**src/sdss_pkg.sv**
```systemverilog
// ----------------------------------------------------------------------------
// sdss_pkg
// Shared widths, constants, types and the segment table of the digit scanner.
// ----------------------------------------------------------------------------
package sdss_pkg;

	localparam int unsigned DIGIT_COUNT = 6;

	localparam int unsigned VALUE_W = 20;
	localparam int unsigned DIGIT_W = 4;
	localparam int unsigned BYTE_W  = 8;
	localparam int unsigned IDX_W   = (DIGIT_COUNT > 1) ? $clog2(DIGIT_COUNT) : 1;
	localparam int unsigned CNT_W   = $clog2(DIGIT_COUNT + 1);

	localparam int unsigned DISPLAY_MAX = 10 ** DIGIT_COUNT - 1;

	localparam int unsigned RECIP_SHIFT = 23;
	localparam int unsigned RECIP_W     = 20;
	localparam int unsigned RECIP       = (2 ** RECIP_SHIFT + 9) / 10;
	localparam int unsigned PROD_W      = VALUE_W + RECIP_W;

	localparam logic [BYTE_W-1:0] REG_OUT_PORT0  = 8'h02;
	localparam logic [BYTE_W-1:0] BLANK_SELECT   = 8'hFF;
	localparam logic [BYTE_W-1:0] BLANK_SEGMENTS = 8'h00;
	localparam logic [BYTE_W-1:0] SELECT_MSB     = 8'h80;

	typedef logic [DIGIT_COUNT-1:0][DIGIT_W-1:0] digits_t;

	typedef struct packed {
		logic    valid;
		digits_t digits;
	} dig_item_t;

	function automatic logic [BYTE_W-1:0] seg_pattern(input logic [DIGIT_W-1:0] d);
		logic [BYTE_W-1:0] p;
		case (d)
			4'd0: p = 8'hFC;
			4'd1: p = 8'h60;
			4'd2: p = 8'hDA;
			4'd3: p = 8'hF2;
			4'd4: p = 8'h66;
			4'd5: p = 8'hB6;
			4'd6: p = 8'h3E;
			4'd7: p = 8'hE0;
			4'd8: p = 8'hFE;
			4'd9: p = 8'hF6;
			default: p = 8'h00;
		endcase
		return p;
	endfunction

endpackage

```
**src/sdss_back.sv**
```systemverilog
// ----------------------------------------------------------------------------
// sdss_back
// Emits a digit write and a blanking write for each digit of a queued set.
// ----------------------------------------------------------------------------
module sdss_back
	import sdss_pkg::*;
(
	input  logic              clk,
	input  logic              arst_n,
	input  dig_item_t         head,
	output logic              pop,
	output logic              m_tvalid,
	input  logic              m_tready,
	output logic [BYTE_W-1:0] register_index,
	output logic [BYTE_W-1:0] digit_select,
	output logic [BYTE_W-1:0] segments,
	output logic              is_blank,
	output logic              last
);

	logic             loaded_q;
	digits_t          digits_q;
	logic [IDX_W-1:0] digit_q;
	logic             blank_q;

	logic take;

	assign m_tvalid       = loaded_q;
	assign take           = loaded_q && m_tready;
	assign last           = blank_q && (digit_q == IDX_W'(DIGIT_COUNT - 1));
	assign is_blank       = blank_q;
	assign register_index = REG_OUT_PORT0;
	assign digit_select   = blank_q ? BLANK_SELECT : ~(SELECT_MSB >> digit_q);
	assign segments       = blank_q ? BLANK_SEGMENTS : seg_pattern(digits_q[digit_q]);
	assign pop            = !loaded_q || (take && last);

	always_ff @(posedge clk or negedge arst_n) begin
		if (!arst_n) begin
			loaded_q <= 1'b0;
			digit_q  <= '0;
			blank_q  <= 1'b0;
		end else if (pop) begin
			loaded_q <= head.valid;
			digit_q  <= '0;
			blank_q  <= 1'b0;
		end else if (take) begin
			if (blank_q) begin
				digit_q <= digit_q + 1'b1;
			end
			blank_q <= !blank_q;
		end
	end

	always_ff @(posedge clk) begin
		if (pop && head.valid) begin
			digits_q <= head.digits;
		end
	end

endmodule

```
**config.mk**
```make
export PLATFORM = sky130hd
export DESIGN_NAME = sdss_back
export DESIGN_NICKNAME = d
export VERILOG_FILES = /design/src/sdss_pkg.sv /design/src/sdss_back.sv
export SDC_FILE = /design/constraint.sdc
export NUM_CORES = 1
export LEC_CHECK = 0
export ABC_CLOCK_PERIOD_IN_PS = 4200
export BUFFER_PORTS_ARGS = -buffer_cell sky130_fd_sc_hd__buf_2
export CAP_MARGIN = 20
export CORE_ASPECT_RATIO = 0.6
export CORE_MARGIN = 3
export CORE_UTILIZATION = 40
export CTS_BUF_LIST = sky130_fd_sc_hd__clkbuf_8
export CTS_CLUSTER_DIAMETER = 50
export DETAILED_ROUTE_END_ITERATION = 8
export PLACE_DENSITY_LB_ADDON = 0.3
export SLEW_MARGIN = 25
export SYNTH_ARGS = -nofsm -noshare
export SYNTH_HDL_FRONTEND = slang
export SYNTH_SLANG_ARGS = --single-unit
```
**constraint.sdc**
```tcl
create_clock -name clk -period 4.2 [get_ports clk]
set_input_delay 0.42 -clock clk [delete_from_list [all_inputs] [get_ports clk]]
set_output_delay 0.42 -clock clk [all_outputs]
set_load 0.01 [all_outputs]
```
After elaboration in Yosys (flattened, before gate mapping)
Memory sizes are Yosys's and may differ from the RTL's.
Index checks and enable logic that the tools add are counted.

operators by class
  equal/unequal tests = 1
  reductions and logical operators = 10
  shift-type cells = 1
  bitwise operators = 1
  add/sub/neg operators = 1
  $lt $le $gt $ge = 1
  mux-type cells = 9

operator list
  kind                                                                  count
  8-bit 2-to-1 mux                                                      2
  4-bit binary-select mux with 3-bit select                             1
  3-bit 2-to-1 mux                                                      3
  8-bit NOT                                                             1
  8-bit by 3-bit >> shifter with 8-bit output, first input constant     1
  1-bit logical AND                                                     4
  3-bit by 4-bit < comparator with 1-bit output, second input constant  1
  4-bit 2-to-1 mux                                                      1
  2-bit nonzero test                                                    2
  3-bit by 1-bit adder with 3-bit output, second input constant         1
  3-bit == test, second input constant                                  1
  1-bit zero test                                                       2
  1-bit 2-to-1 mux                                                      2
  2-bit AND reduction                                                   1
  1-bit logical OR                                                      1

storage, ports and cells
  output and inout port bits = 28
  memories kept = 1
  input port bits = 28
  bits in read-only memories = 112
  logic and storage cells = 34
  bits in registers = 29

memories
  memory            words  width  read ports  clocked after Yosys merged registers in  write ports  RTL line        text
  (name not given)  16     7      1           0                                        0            sdss_pkg.sv:36  case (d)

Logic depth before layout (Yosys ltp)
  depth in word-level cells = 6
  gate-level depth with buffers = 9
  mapped depth without buffers = 8

Least setup slack after synthesis
Ideal clock, no wire load.

  path type = register -> register
  start point = reg digit_q[1]
  end point = reg digits_q[0] in the netlist's numbering, enable pin
  path buffers = 1
  slack = 1.862 ns
  setup time = 0.383 ns
  clock period less this slack = 2.338 ns
  data arrival time = 1.956 ns
  stages on the path, launching flop included = 7
  required time = 3.817 ns
  path through = dfrtp_1 > buf_6 > inv_1 > ha_1 > nand2_1 > o21ai_0 > and2_1

on the way
  word-level cells in the longest chain between the ends = 5

RTL lines
  item                    RTL line         text
  start, declared         sdss_back.sv:23  logic [IDX_W-1:0] digit_q;
  start signal, assigned  sdss_back.sv:48  digit_q <= digit_q + 1'b1;
  3-bit == test           sdss_back.sv:30  assign last = blank_q && (digit_q == IDX_W'(DIGIT_COUNT - 1));
  1-bit logical AND       sdss_back.sv:30
  1-bit logical AND       sdss_back.sv:35  assign pop = !loaded_q || (take && last);
  1-bit logical OR        sdss_back.sv:35
  net pop                 sdss_back.sv:11  output logic pop,
  1-bit logical AND       sdss_back.sv:55  if (pop && head.valid) begin
  end signal, assigned    sdss_back.sv:56  digits_q <= head.digits;
  end, declared           sdss_back.sv:22  digits_t digits_q;

The timed path passes the listed nets, and every way through them passes these cells.
A chain may end at the register's enable or synchronous reset.

Final worst setup path
  start point = reg digit_q[1]
  end point = out segments[7]

on the way
  word-level cells in the longest chain between the ends = 4

RTL lines
  item                                       RTL line         text
  4-bit binary-select mux with 3-bit select  sdss_back.sv:34  assign segments = blank_q ? BLANK_SEGMENTS : seg_pattern(digits_q[digit_q]);
  4-bit 2-to-1 mux (implied by the code)     sdss_back.sv:34
  memory read 16 x 7 bit                     -
  8-bit 2-to-1 mux                           sdss_back.sv:34
  end, declared                              sdss_back.sv:16  output logic [BYTE_W-1:0] segments,

No other way between the ends. The select of a mux whose other input is x is not followed.

==> summary.md <==
| Metric | Value |
|---|---|
| Largest net degree at the start of global routing | `25` |
| Antenna Violating Nets Remaining | `0` |
| Initial DRT Pass Iterations | `4` |
| Hold Path End | `digits_q[10]$_DFFE_PP_` |
| Slew Viols, Final | `0` |
| Final Cycle Share | `76.32%` |
| Total Routed Length | `about 3300 um` |
| Worst Setup Start Kind | `flop` |
| Row cnt | `17` |
| Worst ir drop on vdd | `0.2626 mV` |
| Die height | `55.17 um` |
| Relative slew slack | `between 40 and 50%` |
| Hold path cells | `1` |
| H-tree depth | `2` |
| Pwr per Cell Area | `around 660 mW/mm2` |
| Leakage dissipation | `roughly 0.85 nW` |
| Sw Share | `between 40% and 50%` |
| Post-synthesis sequential area ratio | `a little over half` |
| Clock slew at reported path FFs | `around 0.06 ns` |
| Synth area leaders | `edfxtp_1 45%, mux2i_1 8.7%, dfrtp_1 7.8%` |
| Setup ws final | `between 0.9 and 1 ns` |
| CTS tree | `done` |
| Int Pwr | `roughly 0.00075 W` |
| Ports | `56` |
| Worst-Margin Slew | `between 0.8 and 0.9 ns` |
| Setup TNS | `0 ns` |
| Post-DP HPWL | `roughly 2600 um` |
| Vias per cell | `between 4 and 5` |
| Hold path start | `head[10]` |
| Multi-input gate area | `about 660 um2` |
| Maxcap violations | `0` |
| Seq pwr share | `between 30% and 40%` |
| Initial drt markers | `74` |
| Area of the mapped netlist | `0.001612 mm2` |
| Yosys top cell by area | `edfxtp_1` |
| R2R Path Start | `digit_q[1]$_DFFE_PN0P_` |
| First-pass GRT wire length | `5216 um` |
| CP endpoint kind | `primary output` |
| Worst-Skew Late Latency | `around 0.27 ns` |
| Cells after Synth | `around 130` |
| Unrepaired setup endpoints after global routing | `no` |
| Final hold vios | `0` |
| Gate power share | `between 50 and 60%` |
| Crit Path Category | `reg -> out` |
| Post-synth ARST share | `approximately 17%` |
| Die footprint | `between 0.004 and 0.005 mm2` |
| Vias | `roughly 1.1k` |
| HP Class | `in -> reg` |
| CTS Buffer Depth | `2` |
| CP arrival | `around 2.8 ns` |
| WHS | `about 0.32 ns` |
| Clk_skew | `approximately 0.0032 ns` |
| Syn_area_per_cell | `about 12 um2` |
| Postcts setup bufs | `0` |
| GRT Util Overall | `roughly 15%` |
| WL/cell | `around 15 um` |
| Starting Density | `42.80%` |
| Place WS | `1.314 ns` |
| Layout Area Growth over Synthesis | `18.79%` |
| Grt total ovfl | `0` |
| Die Wd | `slightly below 90 um` |
| Initial antenna violation count | `0` |
| Core area | `0.003765 mm2` |
| Outcome | `finished, final reports clean` |
| Ys Warns | `0` |
| Residual DRC | `0` |
| Vias in the first global route | `between 1k and 1.5k` |
| Final min period | `about 3.2 ns` |
| Final RePlAce weighted congestion | `~0.80` |
| Total CTS buffers | `5` |
| Setup-failing EPs final | `0` |
| R2r worst-path depth | `5` |
| CTS resizes | `0` |
| Design area | `roughly 0.0019 mm2` |
| Cts hold-fix bufs | `1` |
| Fmax | `312.0 MHz` |
| Register bit total from synthesis | `29` |
| Worst flop-to-flop path endpoint | `digits_q[6]$_DFFE_PP_` |
| CP peak stage delay | `0.71 ns` |
| Diodes inserted | `0` |
| Clock power share | `about 16%` |
| Clk root buf | `clkbuf_8` |
| Crit Path Max Fanout | `13` |
| Placed cell areas | `0.001823 mm2` |
| Crit-path slowest cell | `dfrtp_1` |
| Ys flop type | `edfxtp_1` |
| Final #Nets | `approximately 220` |
| Most frequent cells in the layout | `46 x buf_2, 24 x edfxtp_1, 14 x mux2i_1, 11 x nand2_1` |
| Post-synth EDFFs | `24` |
| Most common cell after layout, fill and taps aside | `buf_2` |
| Flop-to-flop setup slack | `around 1.8 ns` |
| Share of cells above drive strength 1 | `32.97%` |
| # fillers | `335` |
| Share of the synthesized area in the top cell type | `roughly 45%` |
| # port buffers | `46` |
| Worst endpoint required time | `between 3 and 4 ns` |
| CTS sink cnt | `29` |
| Number of distinct library cells after synthesis | `33` |
| Crit-path cells | `mux2i_1, o32ai_2, nor2_1, mux2_2, o21ai_1, buf_2` |
| Psw | `between 0.0005 and 0.0006 W` |
| Seq. cell area | `between 800 and 900 um2` |
stage by stage:
| step | total power, W | cells | utilization [%] |
|---|---|---|---|
| after floorplan | 0.0008961 | 141 | - |
| after global placement | 0.001013 | 220 | 48.42 |
| after detailed placement | 0.001055 | 220 | 48.42 |
| after CTS | 0.001265 | 229 | 50.81 |
| after global routing | 0.001365 | 229 | 50.85 |
| final | 0.001255 | 229 | 50.85 |
cell families (layout without fill, tap and decap cells):
kind of cell	after synthesis	in the layout	synth area share, %
flip-flops	29	29	52.48
other	2	9	0.4660
multiplexers	17	17	11.26
AO/OA/AOI/OAI	18	18	8.231
AND/OR/NAND/NOR	36	36	11.18
adder cells (fa/ha/maj)	10	10	7.764
buffers and inverters	21	62	8.074
XOR/XNOR	1	1	0.5436
worst max-delay path, delay by kind of cell (launching register included):
family          cells  cell delay, ns
mux                 2            0.78
compound gates      2            0.23
buf+inv             1            0.15
flops               1            0.71
simple gates        1            0.65
state kept, by name, indices dropped and copies added, names as in the netlist:
register	cells
is_blank	1
digit_q	3
digits_q	24
m_tvalid	1
synth_stat cells (3+ instances only):
cell	instances
edfxtp_1	24
mux2i_1	14
nand2_1	11
ha_1	10
buf_4	9
nor2_1	8
inv_1	7
dfrtp_1	5
nand2b_1	5
and2_1	4
o21ai_0	4
o21ai_2	3
power groups by stage:
stage | logic, W | clock network [W] | registers [W]
2_1_floorplan | 0.000524 | 0 | 0.000372
3_3_place_gp | 0.000590 | 0 | 0.000423
3_5_place_dp | 0.000626 | 0 | 0.000429
4_1_cts | 0.000629 | 0.000213 | 0.000423
5_1_grt | 0.000704 | 0.000230 | 0.000431
6_report | 0.000628 | 0.000205 | 0.000422
worst max-delay path by stage:
stage	start	to	slack [ns]	cells after the start
floorplan	digit_q[1]$_DFFE_PN0P_	digits_q[0]$_DFFE_PP_	1.86	6
global placement	digit_q[1]$_DFFE_PN0P_	segments[7]	1.52	6
detailed placement	digit_q[1]$_DFFE_PN0P_	segments[7]	1.31	6
CTS	digit_q[1]$_DFFE_PN0P_	segments[7]	1.01	6
global route	digit_q[1]$_DFFE_PN0P_	segments[2]	0.85	6
finish	digit_q[1]$_DFFE_PN0P_	segments[7]	0.99	6
metal layers:
layer / share of wire (%) / wire length, um / vias up / track usage [%]
met5: 0 / 0 / - / 0
met4: 0.36 / 12 / 0 / 3.061
met3: 7.5 / 249 / 2 / 5.473
met2: 46 / 1551 / 36 / 24.50
met1: 46 / 1522 / 554 / 18.58
li1: - / - / 546 / -
layout make-up:
type	count	area share [%]
Clock buffer	5	3.595
Clock inverter	3	0.5882
Sequential cell	29	44.18
Inverter	7	1.373
Multi-Input combinational cell	91	34.64
Timing Repair Buffer	47	12.55
Tap cell	47	3.072
No activity file was read; power rests on OpenSTA's default activity.
