<file path="config.mk">
export PLATFORM = sky130hd
export DESIGN_NAME = sdss_queue
export DESIGN_NICKNAME = d
export VERILOG_FILES = /design/src/sdss_pkg.sv /design/src/sdss_queue.sv
export SDC_FILE = /design/constraint.sdc
export NUM_CORES = 1
export LEC_CHECK = 0
export ABC_CLOCK_PERIOD_IN_PS = 2690
export BUFFER_PORTS_ARGS = -buffer_cell sky130_fd_sc_hd__buf_4
export CAP_MARGIN = 20
export CORE_ASPECT_RATIO = 0.7
export CORE_MARGIN = 2
export CORE_UTILIZATION = 45
export DETAILED_ROUTE_END_ITERATION = 7
export GPL_TIMING_DRIVEN = 0
export HOLD_SLACK_MARGIN = 0.03
export PLACE_DENSITY_LB_ADDON = 0.2
export REMOVE_ABC_BUFFERS = 1
export SYNTH_ARGS = -nofsm -noshare
export SYNTH_HDL_FRONTEND = slang
export SYNTH_SLANG_ARGS = --single-unit
</file>
<file path="constraint.sdc">
create_clock -name clk -period 2.69 [get_ports clk]
set_clock_uncertainty 0.05 [all_clocks]
set_input_delay 0.1345 -clock clk [delete_from_list [all_inputs] [get_ports clk]]
set_output_delay 0.1345 -clock clk [all_outputs]
set_load 0.05 [all_outputs]
</file>
<file path="src/sdss_pkg.sv">
// ----------------------------------------------------------------------------
// sdss_pkg
// Shared widths, constants, types and the segment table of the digit scanner.
// ----------------------------------------------------------------------------
package sdss_pkg;

	localparam int unsigned DIGIT_COUNT = 6;

	localparam int unsigned VALUE_W = 20;
	localparam int unsigned DIGIT_W = 4;
	localparam int unsigned BYTE_W  = 8;
	localparam int unsigned IDX_W   = (DIGIT_COUNT > 1) ? $clog2(DIGIT_COUNT) : 1;
	localparam int unsigned CNT_W   = $clog2(DIGIT_COUNT + 1);

	localparam int unsigned DISPLAY_MAX = 10 ** DIGIT_COUNT - 1;

	localparam int unsigned RECIP_SHIFT = 23;
	localparam int unsigned RECIP_W     = 20;
	localparam int unsigned RECIP       = (2 ** RECIP_SHIFT + 9) / 10;
	localparam int unsigned PROD_W      = VALUE_W + RECIP_W;

	localparam logic [BYTE_W-1:0] REG_OUT_PORT0  = 8'h02;
	localparam logic [BYTE_W-1:0] BLANK_SELECT   = 8'hFF;
	localparam logic [BYTE_W-1:0] BLANK_SEGMENTS = 8'h00;
	localparam logic [BYTE_W-1:0] SELECT_MSB     = 8'h80;

	typedef logic [DIGIT_COUNT-1:0][DIGIT_W-1:0] digits_t;

	typedef struct packed {
		logic    valid;
		digits_t digits;
	} dig_item_t;

	function automatic logic [BYTE_W-1:0] seg_pattern(input logic [DIGIT_W-1:0] d);
		logic [BYTE_W-1:0] p;
		case (d)
			4'd0: p = 8'hFC;
			4'd1: p = 8'h60;
			4'd2: p = 8'hDA;
			4'd3: p = 8'hF2;
			4'd4: p = 8'h66;
			4'd5: p = 8'hB6;
			4'd6: p = 8'h3E;
			4'd7: p = 8'hE0;
			4'd8: p = 8'hFE;
			4'd9: p = 8'hF6;
			default: p = 8'h00;
		endcase
		return p;
	endfunction

endpackage

</file>
<file path="src/sdss_queue.sv">
// ----------------------------------------------------------------------------
// sdss_queue
// Two-entry queue of digit sets between the front and back parts.
// ----------------------------------------------------------------------------
module sdss_queue
	import sdss_pkg::*;
(
	input  logic      clk,
	input  logic      arst_n,
	input  dig_item_t push,
	output logic      push_ready,
	output dig_item_t head,
	input  logic      pop
);

	digits_t    mem_q [2];
	logic       wr_ptr_q;
	logic       rd_ptr_q;
	logic [1:0] count_q;

	logic do_push;
	logic do_pop;

	assign push_ready  = (count_q != 2'd2);
	assign head.valid  = (count_q != 2'd0);
	assign head.digits = mem_q[rd_ptr_q];
	assign do_push     = push.valid && push_ready;
	assign do_pop      = pop && head.valid;

	always_ff @(posedge clk or negedge arst_n) begin
		if (!arst_n) begin
			wr_ptr_q <= 1'b0;
			rd_ptr_q <= 1'b0;
			count_q  <= '0;
		end else begin
			if (do_push) begin
				wr_ptr_q <= !wr_ptr_q;
			end
			if (do_pop) begin
				rd_ptr_q <= !rd_ptr_q;
			end
			case ({do_push, do_pop})
				2'b10:   count_q <= count_q + 1'b1;
				2'b01:   count_q <= count_q - 1'b1;
				default: count_q <= count_q;
			endcase
		end
	end

	always_ff @(posedge clk) begin
		if (do_push) begin
			mem_q[wr_ptr_q] <= push.digits;
		end
	end

endmodule

</file>
# --- Yosys cells after proc, flatten, opt, wreduce, memory -nomap -nowiden ---
# Memory sizes are Yosys's and may differ from the RTL's.
# Cells that the tools add are included.
word_totals:
  n_memories: 1
  ramBits: 48
  input_bits: 28
  elab_cells: 18
  output_inout_bits: 26
  register_bits: 4
memory_table:
  columns: ["name", "words", "word_bits", "read_ports", "rd_ports_with_merged_regs", "wr", "line", "rtl"]
  rows:
  - ["mem_q", 2, 24, 1, 0, 1, "sdss_queue.sv:16", "digits_t mem_q [2];"]
classes:
  eq_ne: 3
  addsub: 2
  reduce_logical: 6
  n_mux: 3
op_table:
  columns: ["cell", "count"]
  rows:
  - ["one-hot mux 2 bit (2 select lines)", 1]
  - ["nonzero test 2 bit", 2]
  - ["adder 2 x 1 -> 2 bit, second input constant", 1]
  - ["equality test 2 x 1 -> 1 bit, second input constant", 1]
  - ["equality test 2 bit, second input constant", 1]
  - ["logical AND 1 bit", 2]
  - ["logical NOT 1 bit", 2]
  - ["two-way mux 1 bit", 2]
  - ["!= test 2 bit, second input constant", 1]
  - ["subtractor 2 x 1 -> 2 bit, second input constant", 1]

# --- Logic depth before layout (Yosys ltp) ---
# Gate-level depths: netlist of run 1.
depth:
  ltp_word: 4
  mapped_depth: 6
  depth_no_buf: 6

# --- Worst setup path after synthesis of run 1 ---
# No wires, ideal clock.
synth_timing:
  path_kind: "reg-to-reg"
  startpoint: "reg count_q[0]"
  endpoint: "mem mem_q[0][0] (netlist name) (enable)"
  setup_time_ps: 405
  period_less_slack_ps: 2559
  slack_ps: 131
  required_time_ps: 2235
  path_stages_with_launch: 4
  arrival_ps: 2104
  path_cell_list: "dfrtp_1 nand2b_1 nand2_1 nor2_1"
synth_via:
  elab_chain_len: 4
synth_rtl:
  columns: ["item", "line", "rtl"]
  rows:
  - ["from (decl)", "sdss_queue.sv:19", "logic [1:0] count_q;"]
  - ["from (signal assigned)", "sdss_queue.sv:43", "2'b10: count_q <= count_q + 1'b1;"]
  - ["from (signal assigned)", "sdss_queue.sv:44", "2'b01: count_q <= count_q - 1'b1;"]
  - ["from (signal assigned)", "sdss_queue.sv:45", "default: count_q <= count_q;"]
  - ["!= test 2 bit", "sdss_queue.sv:24", "assign push_ready = (count_q != 2'd2);"]
  - ["named net push_ready", "sdss_queue.sv:11", "output logic push_ready,"]
  - ["logical AND 1 bit", "sdss_queue.sv:27", "assign do_push = push.valid && push_ready;"]
  - ["two-way mux 1 bit", "sdss_queue.sv:51", "if (do_push) begin"]
  - ["two-way mux 1 bit (implied by the code)", "sdss_queue.sv:52", "mem_q[wr_ptr_q] <= push.digits;"]
  - ["to (decl)", "sdss_queue.sv:16", null]
# The timed path passes the listed nets, and every way through them passes these cells.

==> summary.txt, run 1 <==
Run status
  • Outcome: completed

Pwr
  • Power per Cell Area: roughly 1200 mW/mm^2
  • Net Sw Frac: around two fifths
  • Clock network fraction of total power: 15.9%
  • Leakage: 1.06 nW
  • Seq pwr share: 38.9%
  • Combinational share of power: a little under half
  • P_int: 0.00191 W
  • Max IR drop VDD: 0.721 mV
  • NetSw: 0.00127 W

Setup path
  • CP delay by family, top: flip-flops
  • Critical Setup Path Class: flop to output pin
  • Critical path's slowest cell: dfrtp_1
  • Worst R2R Path Depth: 4
  • Worst Path Required: approximately 2500 ps
  • Sequence of cells on the critical path: mux2_2 > buf_4
  • WP depth: 2
  • Crit. End Element: output pin
  • Crit path buffers/inverters: 1
  • Crit path max fanout: 25
  • WP data arrival: 1960 ps
  • Setup crit start kind: flop
  • Max stage delay on crit path: around 1000 ps

Clock tree
  • Deepest clock path buffer count: 2
  • CTS resizes: 0
  • Post-CTS Setup Bufs: 0
  • Root buffer cell: clkbuf_8
  • # clock sinks: 52
  • CTS Hold Bufs: 25
  • H-Tree Level Count: 2
  • Clock slew seen by the registers of the worst setup and hold paths: approximately 80 ps
  • Worst-Skew Late Latency: 290 ps
  • TritonCTS buffer count: 5
  • CTS tree: yes

Drt
  • Initial DRC Count: 22
  • Router iterations before antenna repair: 4
  • Vias/cell: 4.67
  • Final ANT Viol Nets: 0
  • Residual DRC: 0
  • Final WL: 3380 um
  • Total number of vias: 1069
  • Routed WL per cell: 14.8 um

Yosys
  • Syn. warnings: 0
  • Ys async rst share: roughly 7.7%
  • Post-synth top area cell: edfxtp_1
  • Synth cell types: 13
  • Ranking of synthesized cells by area: edfxtp_1, mux2_2, dfrtp_1
  • Mapped Avg Cell Area: 21.1 um^2
  • Seq/Total Area, Yosys: roughly four fifths
  • Top FF cell, synth: edfxtp_1
  • Post-synthesis register bit count: 52
  • Post-synthesis cell area: 0.00194 mm^2
  • Post-synth top area share: 74.3%
  • Post-Syn Instances: 92
  • Post-synth EDFFs: 48

Floorplanning
  • Rows: 19
  • Core area: between 0.004 and 0.005 mm^2
  • Die ar.: 0.00486 mm^2
  • Initial core utilization: 48.3%
  • Die Span Y: 58.9 um
  • Die X: around 82 um
  • Top Ports: 54

Finish
  • Fillers: 273
  • Final net count: 205
  • Final instance area: 0.00276 mm^2
  • Diodes inserted: 0
  • Final Instance Count excl. Fillers: 229
  • Proportion of layout cells with a drive suffix above 1: 49.7%
  • Syn-to-layout area delta: 42.2%

GRT
  • Largest net degree at the start of global routing: 26
  • Initial antenna violation count: 0
  • Gr ovfl total: 0
  • Vias in the first global route: 1151
  • Global-route wire length before repair: 5180 um
  • Total GRT Usage: between 10% and 20%

Timing
  • Final setup viols: 0
  • Final Cycle Share: 79.7%
  • Final hold slack: 93.8 ps
  • Final setup margin: 547 ps
  • Slew HR: slightly above 30%
  • Worst-Margin Slew: between 1000 and 1500 ps
  • Fmax: 0.467 GHz
  • Pins Over Slew Limit: 0
  • RSZ-0062 raised after global routing: false
  • Fin. Hold Viols: 0
  • Final worst path period need: 2140 ps

Place
  • Area after DPL: ~0.0024 mm^2
  • # port buffers: 53
  • DP Cell Count: between 150 and 200
  • GP Congestion: 0.722
  • HPWL Detailed: ~2000 um
  • Place WS: 717 ps

Worst hold path
  • Hold Path Class: primary input to flop
  • Hold depth: 3

Flow run
  • MaxCap Viol Count: 0
[tightest hold or removal path, delay by kind of cell]
kind | cells | cell delay, ps
AND/OR/NAND/NOR | 1 | 130
buffers and inverters | 1 | 80
XOR/XNOR | 1 | 50
[per-stage QoR]
stage,util (%),TNS (ps),total power [W]
after detailed placement,59.4,0,0.00267
after floorplan,-,0,0.00224
final,68.7,0,0.00319
after CTS,68.3,0,0.00320
after global routing,68.7,0,0.00333
after global placement,59.0,-36.0,0.00262
[registers in the layout, indices dropped and copies added, names as in the netlist]
name	flops
wr_ptr_q	1
rd_ptr_q	1
count_q	2
mem_q	48
[final timing paths]
check                                  startpoint                endpoint  slack, ps
min                                           pop    rd_ptr_q$_DFFE_PN0P_         90
max                          rd_ptr_q$_DFFE_PN0P_                 head[2]        550
max reg2reg                count_q[0]$_DFFE_PN0P_  mem_q[0][23]$_DFFE_PP_        910
max in group asynchronous                  arst_n  count_q[0]$_DFFE_PN0P_       2370
min reg2reg                count_q[1]$_DFFE_PN0P_  count_q[1]$_DFFE_PN0P_        470
min in group asynchronous                  arst_n    wr_ptr_q$_DFFE_PN0P_        120
[placed cells by master (no fill, tap or decap), drive strengths merged]
| cell | Yosys | layout |
|---|---|---|
| dlygate4sd3 | 0 | 25 |
| and3 | 1 | 1 |
| ha | 1 | 1 |
| clkbuf | 0 | 6 |
| nor2 | 2 | 2 |
| bufinv | 0 | 1 |
| buf | 3 | 55 |
| and2 | 1 | 1 |
| or2 | 1 | 1 |
| edfxtp | 48 | 48 |
| nand2 | 1 | 1 |
| xnor2 | 3 | 3 |
| nand2b | 1 | 1 |
| clkinv | 0 | 1 |
| xor2 | 2 | 2 |
| mux2 | 24 | 24 |
| dfrtp | 4 | 4 |
[synthesized netlist by cell type (all sizes together) (2+ instances only)]
cell type and instances:
buf 3, dfrtp 4, edfxtp 48, mux2 24
nor2 2, xnor2 3, xor2 2
[area by class of cell]
class                      instances  area (um^2)  area share (%)
tap                               52         65.1            2.36
multi-input combinational         37          368            13.3
clock inverter                     2         35.0            1.27
timing repair buffer              80          678            24.6
clock buffer                       6         72.6            2.63
sequential                        52         1540            55.8
[cell families after synthesis]
kind of cell	count (synthesis)	share of synthesized area, %
DFF	52	79.4
muxes	24	13.9
and+or+nand+nor	7	2.00
xor gates and xnor gates	5	2.26
buffers and inverters	3	1.74
adders and majority gates	1	0.645
[power groups by stage]
stage | clock network [W] | registers [W] | logic, W
CTS | 0.000520 | 0.00125 | 0.00143
detailed placement | 0 | 0.00127 | 0.00140
global placement | 0 | 0.00126 | 0.00137
floorplan | 0 | 0.00122 | 0.00102
finish | 0.000506 | 0.00124 | 0.00144
global route | 0.000547 | 0.00127 | 0.00151
[layer usage]
layer,part of all wire (%),routed length [um],vias up,GRT usage (%)
li1,-,-,519,-
met1,40,1360,506,16.0
met5,0,0,-,0
met3,5.5,187,8,5.21
met4,1.7,56,0,6.79
met2,52,1780,36,27.3
No activity file was read; power rests on OpenSTA's default activity.
==> inputs of run 2 (changes only) <==
--- a/config.mk
+++ b/config.mk
@@ -5,7 +5,7 @@
 export SDC_FILE = /design/constraint.sdc
 export NUM_CORES = 1
 export LEC_CHECK = 0
-export ABC_CLOCK_PERIOD_IN_PS = 2690
+export ABC_CLOCK_PERIOD_IN_PS = 2009
 export BUFFER_PORTS_ARGS = -buffer_cell sky130_fd_sc_hd__buf_4
 export CAP_MARGIN = 20
 export CORE_ASPECT_RATIO = 0.7
==> constraint.sdc (replaced) <==
create_clock -name clk -period 2.01 [get_ports clk]
set_clock_uncertainty 0.05 [all_clocks]
set_input_delay 0.1005 -clock clk [delete_from_list [all_inputs] [get_ports clk]]
set_output_delay 0.1005 -clock clk [all_outputs]
set_load 0.05 [all_outputs]
==> run 2 against run 1 <==
Net effect: non-clock buffer count unchanged; via count stayed put; largest power group unchanged; design area is essentially flat; critical path type unchanged.
==> summary.txt, run 2 (synthesized netlist as in run 1, its figures left out) <==
Run status
  • Outcome: completed

Timing
  • Fmax: between 0.5 and 0.6 GHz
  • Total negative slack: 0 ps
  • Fin. Hold Viols: 0
  • Final setup viols: 0
  • Final worst path period need: 1790 ps
  • Final Cycle Share: between 80 and 90%
  • Worst-Margin Slew: 604 ps
  • Pins Over Slew Limit: 0
  • RSZ-0062 raised after global routing: false
  • Slew HR: 59.7%

Drt
  • Router iterations before antenna repair: 4
  • Final WL: around 3400 um
  • Routed WL per cell: about 15 um
  • Total number of vias: 1069
  • Vias/cell: 4.67
  • Residual DRC: 0
  • Final ANT Viol Nets: 0
  • Initial DRC Count: 22

Place
  • Area after DPL: 0.00239 mm^2
  • # port buffers: 53
  • HPWL Detailed: 2030 um
  • GP Congestion: slightly above 0.7

Pwr
  • Power per Cell Area: 1540 mW/mm^2
  • Leakage: 1.06 nW
  • Max IR drop VDD: 0.963 mV

Floorplanning
  • Die ar.: 0.00486 mm^2
  • Rows: 19
  • Die X: 82.5 um
  • Core area: 0.00402 mm^2
  • Initial core utilization: 48.3%
  • Die Span Y: approximately 59 um
  • Top Ports: 54

Setup path
  • Critical Setup Path Class: flop to output pin
  • Crit path max fanout: 25
  • Setup crit start kind: flop
  • R2R Setup Slk: about 230 ps
  • Crit. End Element: output pin
  • WP data arrival: 1640 ps
  • Worst Path Required: 1860 ps

Finish
  • Final net count: 205
  • Syn-to-layout area delta: 42.3%
  • Largest Register: mem_q
  • Proportion of layout cells with a drive suffix above 1: 50.3%
  • Final instance area: 0.00276 mm^2
  • Most frequent cells in the layout: buf_4, edfxtp_1, dlygate4sd3_1
  • Most common cell after layout, fill and taps aside: buf_4
  • Max FFs per register: 48
  • Diodes inserted: 0
  • Biggest regs: mem_q (48), count_q (2)

Worst hold path
  • Hold Path Class: primary input to flop

Clock tree
  • Deepest clock path buffer count: 2
  • # clock sinks: between 50 and 60
  • TritonCTS buffer count: 5
  • Worst-Skew Late Latency: 290 ps
  • Clock slew seen by the registers of the worst setup and hold paths: 80 ps
  • H-Tree Level Count: 2
  • CTS tree: yes
  • Post-CTS Setup Bufs: 0
  • Root buffer cell: clkbuf_8

GRT
  • Total GRT Usage: 15.1%
  • Largest net degree at the start of global routing: 26
  • Global-route wire length before repair: 5180 um
  • Gr ovfl total: 0
  • Initial antenna violation count: 0
  • Vias in the first global route: 1151

Flow run
  • MaxCap Viol Count: 0
==> run 2: stage by stage <==
| stage | utilization (%) | setup WS (ps) | total power (W) | cells | hold slack [ps] |
|---|---|---|---|---|---|
| after detailed placement | 59.4 | 37.4 | 0.00357 | 195 | -150 |
| after floorplan | - | -549 | 0.00299 | 89 | -245 |
| after global routing | 68.7 | 86.9 | 0.00445 | 229 | 47.1 |
| after CTS | 68.4 | 29.1 | 0.00428 | 228 | 46.2 |
| after global placement | 59.0 | -682 | 0.00351 | 194 | -154 |
| final | 68.7 | 219 | 0.00426 | 229 | 56.1 |
==> run 2: critical path, stage by stage, from the launching register on <==
cell and delay, ps:
dfrtp_2 740, mux2_2 410, buf_4 190
==> run 2: metal layers <==
layer	track usage, %	vias up	part of all wire, %
met5	0	-	0
li1	-	519	-
met1	16.0	506	40
met2	27.3	36	52
met3	5.21	8	5.5
met4	6.79	0	1.7
==> run 2: final cells by class <==
type	instances	area (um^2)
repair buffers	80	678
multi-input cells	37	368
fillers	272	1260
flip-flops and latches	52	1540
clock buffers	6	72.6
well taps	52	65.1
clock inverters	2	35.0
==> run 2: worst paths after layout <==
path / to / start / cells after the start
max: head[2] / rd_ptr_q$_DFFE_PN0P_ / 2
min: rd_ptr_q$_DFFE_PN0P_ / pop / 3
max reg2reg: mem_q[0][23]$_DFFE_PP_ / count_q[0]$_DFFE_PN0P_ / 4
min reg2reg: count_q[1]$_DFFE_PN0P_ / count_q[1]$_DFFE_PN0P_ / 1
max in group asynchronous: rd_ptr_q$_DFFE_PN0P_ / arst_n / 2
min in group asynchronous: wr_ptr_q$_DFFE_PN0P_ / arst_n / 2
==> run 2: repair_timing <==
action	in CTS	in global routing
endpoints found under the setup margin	24	0
resized for setup	1	0
hold buffers	25	0
endpoints found under the hold margin	52	0
==> run 2: report_power, final <==
group,internal [W],leakage (nW),switching [W]
registers,0.00149,0.492,0.000175
clock network,0.000369,0.0552,0.000308
logic,0.000703,0.512,0.00122
==> inputs of run 3 (changes only) <==
--- a/config.mk
+++ b/config.mk
@@ -10,12 +10,14 @@
 export CAP_MARGIN = 20
 export CORE_ASPECT_RATIO = 0.7
 export CORE_MARGIN = 2
-export CORE_UTILIZATION = 45
+export CORE_UTILIZATION = 25
 export DETAILED_ROUTE_END_ITERATION = 7
 export GPL_TIMING_DRIVEN = 0
 export HOLD_SLACK_MARGIN = 0.03
+export MAX_ROUTING_LAYER = met4
 export PLACE_DENSITY_LB_ADDON = 0.2
 export REMOVE_ABC_BUFFERS = 1
+export SLEW_MARGIN = 20
 export SYNTH_ARGS = -nofsm -noshare
 export SYNTH_HDL_FRONTEND = slang
 export SYNTH_SLANG_ARGS = --single-unit
==> run 3 against run 2 <==
Net effect: global-route usage decreased by 6.7 points; highest routed layer unchanged; sequential power about the same; worst setup slack got worse by 11 ps; die area up 75%; critical path type unchanged; clock-buffer cell count shrank 1.
==> summary.txt, run 3 (synthesized netlist as in run 1, its figures left out) <==
Run status
  • Outcome: completed

Pwr
  • Max IR drop VDD: 0.594 mV
  • Leakage: 1.03 nW
  • Power per Cell Area: about 1500 mW/mm^2

Drt
  • Final WL: 3450 um
  • Initial DRC Count: 16
  • Routed WL per cell: around 13 um
  • Final ANT Viol Nets: 0
  • Router iterations before antenna repair: 3
  • Residual DRC: 0
  • Total number of vias: around 1100
  • Vias/cell: 3.93

Finish
  • Final net count: a little over 200
  • Largest Register: mem_q
  • Most common cell after layout, fill and taps aside: buf_4
  • Final instance area: about 0.0028 mm^2
  • Most frequent cells in the layout: buf_4, edfxtp_1, dlygate4sd3_1
  • Biggest regs: mem_q (48), count_q (2)
  • Diodes inserted: 0
  • Max FFs per register: 48
  • Syn-to-layout area delta: 43.0%
  • Proportion of layout cells with a drive suffix above 1: 50.3%
  • Finished Core Util: between 30% and 40%

Setup path
  • Worst Path Required: 1860 ps
  • Critical path's slowest cell: dfrtp_2
  • Critical Setup Path Class: flop to output pin
  • Crit path max fanout: 25
  • Max stage delay on crit path: 750 ps
  • Crit. End Element: output pin
  • Setup crit start kind: flop
  • WP data arrival: 1650 ps
  • Sequence of cells on the critical path: mux2_2 > buf_4

GRT
  • Largest net degree at the start of global routing: 26
  • Gr ovfl total: 0
  • Initial antenna violation count: 0
  • Global-route wire length before repair: 5230 um
  • Total GRT Usage: 8.43%
  • Vias in the first global route: 1184
  • Met2 global-route usage: 15.1%
  • Met3 Track Usage GR: around 3.1%
  • GR peak layer: met2
  • Met1 GRT Util: 8.80%

Floorplanning
  • Die ar.: 0.00849 mm^2
  • Die Span Y: roughly 78 um
  • Die X: 109 um
  • Core area: 0.00742 mm^2
  • Initial core utilization: between 20% and 30%
  • Top Ports: 54
  • Rows: 26

Timing
  • Fmax: 0.555 GHz
  • Slew HR: 48.7%
  • Final Cycle Share: between 80 and 90%
  • Final hold slack: 59.2 ps
  • RSZ-0062 raised after global routing: false
  • Total negative slack: 0 ps
  • Pins Over Slew Limit: 0
  • Final setup viols: 0
  • Fin. Hold Viols: 0
  • Worst-Margin Slew: 768 ps
  • Final worst path period need: 1800 ps

Clock tree
  • H-Tree Level Count: 2
  • Worst-Skew Late Latency: 290 ps
  • Root buffer cell: clkbuf_8
  • Deepest clock path buffer count: 2
  • TritonCTS buffer count: 5
  • CTS tree: yes
  • Clock slew seen by the registers of the worst setup and hold paths: 90 ps
  • # clock sinks: 52

Place
  • HPWL Detailed: 2250 um
  • # port buffers: 53
  • GP Congestion: 0.780
  • Area after DPL: 0.00244 mm^2

Worst hold path
  • Hold Path Class: primary input to flop

Flow run
  • MaxCap Viol Count: 0
-- run 3: cell count changes in the layout (fill, tap and decap cells not counted), sizes merged --
cell / before / now
bufinv: 1 / 0
buf: 55 / 53
clkbuf: 6 / 5
clkinvlp: 0 / 2
-- run 3: power breakdown --
part	switching [W]	internal [W]
clock	0.000322	0.000241
combinational	0.00122	0.000672
sequential	0.000176	0.00149
total	0.00171	0.00240
-- run 3: final timing paths --
check                                  startpoint                endpoint  slack [ps]  cells past startpoint
max                          rd_ptr_q$_DFFE_PN0P_                 head[6]         210                      2
min                                           pop    rd_ptr_q$_DFFE_PN0P_          60                      3
max reg2reg                count_q[0]$_DFFE_PN0P_  mem_q[0][11]$_DFFE_PP_         250                      3
min reg2reg                count_q[1]$_DFFE_PN0P_  count_q[1]$_DFFE_PN0P_         450                      1
max in group asynchronous                  arst_n    rd_ptr_q$_DFFE_PN0P_        1720                      2
min in group asynchronous                  arst_n    rd_ptr_q$_DFFE_PN0P_          80                      2
-- run 3: cell type report --
class | instances | area [um^2]
fill | 719 | 4640
clock inverter | 3 | 18.8
clock buffer | 5 | 68.8
timing repair buffer | 78 | 648
tap | 98 | 123
sequential | 52 | 1540
multi-input combinational | 37 | 374
-- run 3: critical path, delay by kind of cell, from the launching register on --
family                 cells  cell delay, ps
multiplexers               1             410
flip-flops                 1             750
buffers and inverters      1             190
-- run 3: what timing repair did --
item,CTS,global route
buffers inserted,0,0
hold buffers,25,0
hold endpoints to repair,52,0
resized for setup,1,0
setup endpoints to repair,24,0
-- run 3: layer usage --
| layer | wire, um | share of wire, % |
|---|---|---|
| met4 | 8 | 0.23 |
| met3 | 219 | 6.3 |
| met2 | 1760 | 51 |
| met5 | 0 | 0 |
| met1 | 1460 | 42 |
-- run 3: stage by stage --
| step | power [W] | instances | setup slack, ps |
|---|---|---|---|
| 2_1_floorplan | 0.00299 | 89 | -549 |
| 3_3_place_gp | 0.00352 | 240 | -707 |
| 3_5_place_dp | 0.00358 | 240 | 135 |
| 4_1_cts | 0.00419 | 273 | 148 |
| 5_1_grt | 0.00432 | 273 | 89.8 |
| 6_report | 0.00412 | 273 | 208 |
